$ cat src/rtl/core/crcfc_pkg.sv
// Shared constants, queue entry type and CRC-32 byte update for the frame checker.
package crcfc_pkg;

  localparam logic [31:0] CRC_INIT      = 32'hFFFF_FFFF;
  localparam logic [31:0] CRC_POLY      = 32'hEDB8_8320;
  localparam logic [7:0]  ACK_CODE      = 8'h79;
  localparam int unsigned QUEUE_DEPTH_DEF = 4;

  // Header byte positions, little-endian fields.
  localparam logic [3:0] HDR_CODE     = 4'd0;
  localparam logic [3:0] HDR_STATUS   = 4'd1;
  localparam logic [3:0] HDR_LEN_LO   = 4'd2;
  localparam logic [3:0] HDR_LEN_HI   = 4'd3;
  localparam logic [3:0] HDR_SEQ_LO   = 4'd4;
  localparam logic [3:0] HDR_SEQ_HI   = 4'd5;
  localparam logic [3:0] HDR_DET_B0   = 4'd6;
  localparam logic [3:0] HDR_DET_B1   = 4'd7;
  localparam logic [3:0] HDR_DET_B2   = 4'd8;
  localparam logic [3:0] HDR_DET_B3   = 4'd9;
  localparam logic [3:0] HDR_CRC_B0   = 4'd10;
  localparam logic [3:0] HDR_CRC_B1   = 4'd11;
  localparam logic [3:0] HDR_CRC_B2   = 4'd12;
  localparam logic [3:0] HDR_LAST     = 4'd13;

  typedef struct packed {
    logic        has_payload;
    logic [7:0]  payload;
    logic        has_summary;
    logic [7:0]  code;
    logic [7:0]  status;
    logic [15:0] length;
    logic [15:0] sequence_num;
    logic [31:0] detail;
    logic        crc_good;
    logic        ack;
  } entry_t;

  // Reflected CRC-32 update over one byte, eight shift/xor steps.
  function automatic logic [31:0] crc_byte(input logic [31:0] crc_in, input logic [7:0] data);
    logic [31:0] c;
    c = crc_in ^ {24'd0, data};
    for (int i = 0; i < 8; i++) begin
      c = c[0] ? ((c >> 1) ^ CRC_POLY) : (c >> 1);
    end
    return c;
  endfunction

endpackage

$ cat src/rtl/core/crcfc_front.sv
// Front end: accepts received bytes, parses the header, runs the CRC and queues results.
module crcfc_front import crcfc_pkg::*; (
  input  logic        clk,
  input  logic        rst,
  input  logic        in_valid,
  output logic        in_ready,
  input  logic [7:0]  rx_byte,
  input  logic        q_full,
  output logic        push,
  output entry_t      push_entry
);

  logic [3:0]  header_index;
  logic        in_payload;
  logic [15:0] payload_remaining;
  logic [31:0] running_crc;
  logic [7:0]  held_code;
  logic [7:0]  held_status;
  logic [15:0] held_length;
  logic [15:0] held_sequence;
  logic [31:0] held_detail;
  logic [31:0] held_received_crc;

  logic        accept;
  logic [31:0] crc_upd;
  logic [31:0] full_received_crc;
  logic        last_payload;
  logic        empty_frame_end;

  assign in_ready = !q_full;
  assign accept   = in_valid && in_ready;
  assign crc_upd  = crc_byte(running_crc, rx_byte);
  assign full_received_crc = {rx_byte, held_received_crc[23:0]};
  assign last_payload      = in_payload && (payload_remaining == 16'd1);
  assign empty_frame_end   = !in_payload && (header_index == HDR_LAST) && (held_length == 16'd0);

  assign push = accept && (in_payload || empty_frame_end);

  always_comb begin
    push_entry              = '0;
    push_entry.has_payload  = in_payload;
    push_entry.payload      = rx_byte;
    push_entry.has_summary  = last_payload || empty_frame_end;
    push_entry.code         = held_code;
    push_entry.status       = held_status;
    push_entry.length       = held_length;
    push_entry.sequence_num = held_sequence;
    push_entry.detail       = held_detail;
    push_entry.ack          = (held_code == ACK_CODE);
    if (in_payload) begin
      push_entry.crc_good = (~crc_upd == held_received_crc);
    end else begin
      push_entry.crc_good = (~running_crc == full_received_crc);
    end
  end

  always_ff @(posedge clk) begin
    if (rst) begin
      header_index      <= '0;
      in_payload        <= 1'b0;
      payload_remaining <= '0;
      running_crc       <= CRC_INIT;
      held_code         <= '0;
      held_status       <= '0;
      held_length       <= '0;
      held_sequence     <= '0;
      held_detail       <= '0;
      held_received_crc <= '0;
    end else if (accept) begin
      if (in_payload) begin
        payload_remaining <= payload_remaining - 16'd1;
        if (last_payload) begin
          in_payload  <= 1'b0;
          running_crc <= CRC_INIT;
        end else begin
          running_crc <= crc_upd;
        end
      end else begin
        if (header_index < HDR_CRC_B0) begin
          running_crc <= crc_upd;
        end
        case (header_index)
          HDR_CODE:   held_code            <= rx_byte;
          HDR_STATUS: held_status          <= rx_byte;
          HDR_LEN_LO: held_length[7:0]     <= rx_byte;
          HDR_LEN_HI: held_length[15:8]    <= rx_byte;
          HDR_SEQ_LO: held_sequence[7:0]   <= rx_byte;
          HDR_SEQ_HI: held_sequence[15:8]  <= rx_byte;
          HDR_DET_B0: held_detail[7:0]     <= rx_byte;
          HDR_DET_B1: held_detail[15:8]    <= rx_byte;
          HDR_DET_B2: held_detail[23:16]   <= rx_byte;
          HDR_DET_B3: held_detail[31:24]   <= rx_byte;
          HDR_CRC_B0: held_received_crc[7:0]   <= rx_byte;
          HDR_CRC_B1: held_received_crc[15:8]  <= rx_byte;
          HDR_CRC_B2: held_received_crc[23:16] <= rx_byte;
          default:    held_received_crc[31:24] <= rx_byte;
        endcase
        if (header_index == HDR_LAST) begin
          header_index <= '0;
          if (held_length == 16'd0) begin
            running_crc <= CRC_INIT;
          end else begin
            in_payload        <= 1'b1;
            payload_remaining <= held_length;
          end
        end else begin
          header_index <= header_index + 4'd1;
        end
      end
    end
  end

endmodule

$ cat config.mk
export PLATFORM = sky130hd
export DESIGN_NAME = crcfc_front
export DESIGN_NICKNAME = d
export VERILOG_FILES = /design/src/rtl/core/crcfc_pkg.sv /design/src/rtl/core/crcfc_front.sv
export SDC_FILE = /design/constraint.sdc
export NUM_CORES = 1
export LEC_CHECK = 0
export ABC_CLOCK_PERIOD_IN_PS = 3100
export BUFFER_PORTS_ARGS = -buffer_cell sky130_fd_sc_hd__buf_4
export CELL_PAD_IN_SITES_DETAIL_PLACEMENT = 0
export CELL_PAD_IN_SITES_GLOBAL_PLACEMENT = 2
export CORE_MARGIN = 2
export CORE_UTILIZATION = 33
export DETAILED_ROUTE_END_ITERATION = 10
export PLACE_DENSITY_LB_ADDON = 0.1
export SLEW_MARGIN = 20
export SYNTH_ARGS = -nofsm -noshare
export SYNTH_HDL_FRONTEND = slang
export SYNTH_SLANG_ARGS = --single-unit
$ cat constraint.sdc
create_clock -name clk -period 3.1 [get_ports clk]
set_input_delay 0.465 -clock clk [delete_from_list [all_inputs] [get_ports clk]]
set_output_delay 0.465 -clock clk [all_outputs]
set_load 0.02 [all_outputs]
==> reports/metrics.cfg, run 1 <==
[run_status]
outcome = complete, but fails checks
violations = negative setup slack

[synthesis]
synth_cell_type_count = 57
ys_seq_area_frac = 0.400
synth-main-ff-cell = dfxtp_1
syn-cell-area_um2 = 8250
synth_edf_count = 0
async_reset_ff_frac = 0
synth_nets = 891
ys_seq_elements = 165
postSynthAreaPerCell_um2 = 9.41
yosysWarnings = 0
syn_inst = 877

[layout]
areaGrowthSynthToFinish_pct = 30.8
nNetsFinal = 1050
antenna-diode-count = 0
final_area_um2 = 10800
drive_gt1_frac = 0.264

[cts]
cts-root-buf = clkbuf_16
clockBufferDepth = 2
path_clk_slew_ns = 0.08
cts_tree = done
clock_sinks = 165
cts_hold_buf = 0
cts_htree_levels = 4
cts-buffers-inserted = 17
clk_latency_ns = 0.44

[timing]
worstMarginPinSlew_ns = 0.728
hold_viol_final = 0
holdWs_ns = 0.495
slew_headroom = 0.510
setup_viol = 1
finalMaxSlewViolations = 0
finalCritPeriodShare = 1.13
timing.fmax_mhz = 286
fin_ws_ns = -0.397
fin_crit_ns = 3.50
grt_setup_unrepaired = yes
skew_ns = 0.0152

[setup_path]
path_class = register to primary output
cpPeakStageDelay_ns = 0.40
worst_ep_required_time_ns = 2.63
critPathTopFamily = XOR/XNOR gates
startpoint_type = register
cp_data_arrival_time_ns = 3.03
critical_path.cell_chain = xnor2_4 > buf_6 > xor2_4 > xnor3_4 > xnor2_2 > nor4_2 > nand3_1 > o41ai_4 > buf_4
worstPathMaxFanout = 3
crit_slowest_cell = xnor3_4
cp-end-kind = primary output
crit_buf_inv = 2

[place]
io_buffers = 105
dp_slack_ns = -0.277
gp_congestion = 0.898
dp_hpwl_mm = 18.7
dpl_cell_area_um2 = 9930

[drt]
dr.pass1.iters = 5
drc = 0
wl_per_cell_um = 19.4
ant_nets = 0
drt-initial-drc-count = 437
num_vias = 6826
finalWirelength_mm = 26.6
vias_per_cell = 4.97

[global_route]
gr-total-overflow = 0
grt_max_degree = 50
grt_usage = 0.206
grt_pass1_wl_mm = 40.8
grt_pass1_vias = 6820
antenna_found_initial = 0

[die]
die_area_um2 = 26300
die_h_um = 162
start_util = 0.337
ios = 106
core.rowCount = 57
die-width_um = 162
coreArea_um2 = 24500

[hold_path]
min_path_type = input pin to register

[power_and_ir_drop]
vdd_drop_max_mv = 0.373
power_per_cell_area_nw_per_um2 = 700
power_leakage_nw = 4.90

[run]
maxCapViolCount = 0

## cells by family (layout without fill, tap and decap cells)
| logic type | count (synthesis) | after routing | synth area share |
|---|---|---|---|
| multiplexers | 122 | 122 | 0.148 |
| AO/OA/AOI/OAI | 92 | 92 | 0.0748 |
| buffers and inverters | 70 | 242 | 0.0384 |
| flip-flops | 165 | 165 | 0.400 |
| XOR/XNOR | 138 | 138 | 0.179 |
| AND/OR/NAND/NOR | 288 | 288 | 0.156 |
| adder cells (fa/ha/maj) | 2 | 2 | 0.00303 |
## cells in the mapped netlist, types with 2 or more instances
library cell    n  area [um^2]
nor3b_1         3         22.5
clkbuf_1       42          158
o2bb2ai_1       5         43.8
nand2_1        66          248
o22ai_1        26          163
nor2_1        146          548
xnor2_4         4          110
or3_1           6         37.5
xnor3_1         3         67.6
mux2_2          2         22.5
a21o_1          2         15.0
nand3_1         7         35.0
xor2_4          2         55.1
nor2b_1         5         31.3
xnor2_2         3         48.8
or4_1           2         15.0
a21oi_1        21          105
and2_1          5         31.3
xnor3_4         5          131
xor2_1         40          350
a22oi_1         7         52.6
nor3_1          9         45.0
nor4_1         16          100
o21ai_0        10         50.1
a211oi_1        5         37.5
or2_2           3         18.8
nand2b_1        2         12.5
nand4b_1        4         35.0
xnor2_1        80          701
o21a_1          2         15.0
inv_1           7         26.3
a31oi_1         2         12.5
nand4_1         7         43.8
buf_4          12         90.1
o221a_2         3         33.8
buf_2           7         35.0
mux2i_1       120         1200
ha_1            2         25.0
o22a_1          2         17.5
dfxtp_1       165         3300
## where the power goes
part | internal (mW) | switching, mW
sequential | 2.22 | 0.153
combinational | 1.55 | 1.30
clock | 1.26 | 1.07
total | 5.03 | 2.53
## cell type report
cell class                 count  area (um^2)
fill                        2405        13700
timing repair buffer         202         1600
inverter                       8         30.0
multi-input combinational    642         4790
clock inverter                15          226
clock buffer                  17          425
sequential                   165         3320
tap                          324          405
## metal layers
metal	track usage	vias to the layer above	part of all wire	wire length [um]
met5	0	-	0	0
met4	0.0471	0	0.0096	255
met1	0.293	3348	0.51	13500
met3	0.0388	18	0.042	1110
li1	-	3311	-	-
met2	0.324	149	0.44	11800
## cells in the final DEF, fill, tap and decap left out, drive strengths merged, types with 6 or more instances in the layout
cell / n
a21oi: 21
a22oi: 7
and2: 6
buf: 202
clkbuf: 17
dfxtp: 165
inv: 16
mux2i: 120
nand2: 66
nand3: 7
nand4: 7
nor2: 146
nor3: 9
nor4: 17
o21ai: 10
o22ai: 26
or3: 6
xnor2: 87
xnor3: 8
xor2: 43
## stage by stage
stage / total power [mW] / cells / util / TNS [ns]
after floorplan: 3.97 / 877 / - / 0
after global placement: 5.02 / 1331 / 0.406 / -0.325
after detailed placement: 5.01 / 1331 / 0.406 / -0.277
after CTS: 7.59 / 1372 / 0.440 / -0.395
after global routing: 7.89 / 1373 / 0.441 / -0.541
final: 7.55 / 1373 / 0.441 / -0.397
## final timing paths
check,slack [ns],start,endpoint,cells after the start
worst max register to register,0.63,payload_remaining[6]$_SDFFE_PP0P_,running_crc[27]$_SDFFE_PP1P_,8
worst min register to register,0.50,held_sequence[8]$_SDFFE_PP0P_,held_sequence[8]$_SDFFE_PP0P_,2
worst min-delay path,0.50,rst,held_length[0]$_SDFFE_PP0P_,2
worst max-delay path,-0.40,running_crc[0]$_SDFFE_PP1P_,push_entry[1],9
## what timing repair did
action / in CTS / in global routing
buffers inserted: 10 / 1
resized for setup: 25 / 2
gates cloned: 0 / 0
hold endpoints to repair: 0 / 0
endpoints found under the setup margin: 1 / 1
pin swaps: 21 / 8
## registers in the layout, summed over array words and instances (netlist names)
name               cells
running_crc           32
held_code              8
in_payload             1
payload_remaining     16
held_detail           32
held_sequence         16
held_length           16
held_received_crc     32
header_index           4
held_status            8
(Power assumes the default switching activity.)
==> inputs of run 2 (changes only) <==
==> constraint.sdc (replaced) <==
create_clock -name clk -period 3.1 [get_ports clk]
set_input_delay 0.465 -clock clk [delete_from_list [all_inputs] [get_ports clk]]
set_output_delay 0.465 -clock clk [all_outputs]
set_load 0.005 [all_outputs]
==> run 2 against run 1 <==
The run still ends with negative setup slack left; maximum frequency up 4.9%; combinational power down 7%; non-clock buffer count down 12; setup slack better by 0.16 ns; flip-flop and latch count unchanged; count of clock-buffer cells in the layout unchanged; die area unchanged; critical path type unchanged.
==> reports/metrics.cfg, run 2 (synthesized netlist as in run 1, its figures left out) <==
[layout]
areaGrowthSynthToFinish_pct = 28.2
final_area_um2 = 10600
n_fill_cell = 2454
antenna-diode-count = 0
reg.largest.list = held_detail x32, held_received_crc x32, running_crc x32
drive_gt1_frac = 0.256
final_common_cell = buf_4
regArea_um2 = 3320
nNetsFinal = 1038
most-common-layout-cells = buf_4 (187), dfxtp_1 (159), nor2_1 (146)
multi_input_area_um2 = 4750

[die]
die_h_um = 162
die_area_um2 = 26300
ios = 106
coreArea_um2 = 24500
die-width_um = 162
start_util = 0.337
core.rowCount = 57

[power_and_ir_drop]
vdd_drop_max_mv = 0.351
switching_share = 0.333
p_switching_mw = 2.43
total_power_mw = 7.29
clkPwrFrac = 0.312
power_per_cell_area_nw_per_um2 = 689
seqPwrFrac = 0.323
share_comb_of_total_power = 0.365
power_leakage_nw = 4.78
p_int_mw = 4.87

[cts]
path_clk_slew_ns = 0.07
cts-root-buf = clkbuf_16
clockBufferDepth = 2
clk_latency_ns = 0.44
clock_sinks = 165
cts-buffers-inserted = 17
cts_tree = done
cts_htree_levels = 4

[run_status]
violations = negative setup slack
outcome = complete, but fails checks

[place]
dpl_cell_area_um2 = 9770
io_buffers = 105
dp_hpwl_mm = 18.5
dp_slack_ns = -0.245
gp_congestion = 0.882

[drt]
dr.pass1.iters = 5
finalWirelength_mm = 26.8
drc = 0
wl_per_cell_um = 19.7
vias_per_cell = 5.00
ant_nets = 0
drt-initial-drc-count = 417
num_vias = 6811

[global_route]
gr-total-overflow = 0
grt_usage = 0.208
grt_max_degree = 77
antenna_found_initial = 0
grt_pass1_vias = 6802
grt_pass1_wl_mm = 41.6

[setup_path]
r2r_setup_slack_ns = 0.61
path_class = register to primary output
worstPathMaxFanout = 3
worst_ep_required_time_ns = 2.63
cp-end-kind = primary output
startpoint_type = register
cp_data_arrival_time_ns = 2.87

[timing]
fin_crit_ns = 3.33
holdWs_ns = 0.448
fin_ws_ns = -0.234
slew_headroom = 0.455
setup_viol = 1
grt_setup_unrepaired = yes
finalMaxSlewViolations = 0
timing.fmax_mhz = 300
hold_viol_final = 0
skew_ns = 0.0168
worstMarginPinSlew_ns = 0.813
finalCritPeriodShare = 1.08

[run]
maxCapViolCount = 0

[hold_path]
min_path_type = input pin to register

[run 2: cell types whose count changed in the layout (fill, tap and decap cells not counted), moves of 2 or more]
cell      change
buf_12        -3
buf_4         -3
buf_6         -6
clkinv_4      +3
inv_8         -3
xor2_2        +2
[run 2: timing repair]
action                                  in CTS  in global routing
pin swaps                                   16                  1
resized for setup                           21                  1
buffers inserted                             7                  0
hold buffers                                 0                  0
endpoints found under the setup margin       1                  1
[run 2: final cells by class]
class / instances / area share
Timing Repair Buffer: 190 / 0.137
Tap cell: 324 / 0.0383
Clock buffer: 17 / 0.0402
Inverter: 8 / 0.00284
Multi-Input combinational cell: 642 / 0.449
Clock inverter: 15 / 0.0200
Sequential cell: 165 / 0.313
[run 2: worst paths after layout]
check	startpoint	endpoint	cells after the start
max	running_crc[5]$_SDFFE_PP1P_	push_entry[1]	9
min	q_full	header_index[0]$_SDFFE_PP0P_	4
max reg2reg	payload_remaining[6]$_SDFFE_PP0P_	running_crc[27]$_SDFFE_PP1P_	8
min reg2reg	held_detail[0]$_SDFFE_PP0P_	held_detail[0]$_SDFFE_PP0P_	2
[run 2: power by group through the flow]
stage          registers (mW)  logic, mW  clock network, mW
3_5_place_dp             2.40       2.48                  0
5_1_grt                  2.37       2.83               2.43
6_report                 2.36       2.66               2.28
3_3_place_gp             2.40       2.48                  0
2_1_floorplan            2.36       1.55                  0
4_1_cts                  2.35       2.62               2.33
[run 2: metal layers]
metal | track usage | wire [um] | vias to the layer above
met1 | 0.286 | 12900 | 3336
met3 | 0.0414 | 1380 | 24
met4 | 0.0547 | 293 | 0
met5 | 0 | 0 | -
met2 | 0.333 | 12300 | 170
li1 | - | - | 3281
[run 2: worst max-delay path: stages (launching register included)]
cell and delay [ns]:
dfxtp_2 0.36, xnor2_4 0.19, buf_4 0.18, xnor3_4 0.43, xnor2_2 0.17, xnor2_1 0.15
nor4_2 0.34, nand3_1 0.16, o41ai_2 0.32, buf_4 0.16
[run 2: metrics by stage]
stage	util	setup TNS [ns]	instances
2_1_floorplan	-	0	877
3_3_place_gp	0.399	-0.252	1322
3_5_place_dp	0.399	-0.245	1322
4_1_cts	0.432	-0.221	1361
5_1_grt	0.433	-0.345	1361
6_report	0.433	-0.234	1361
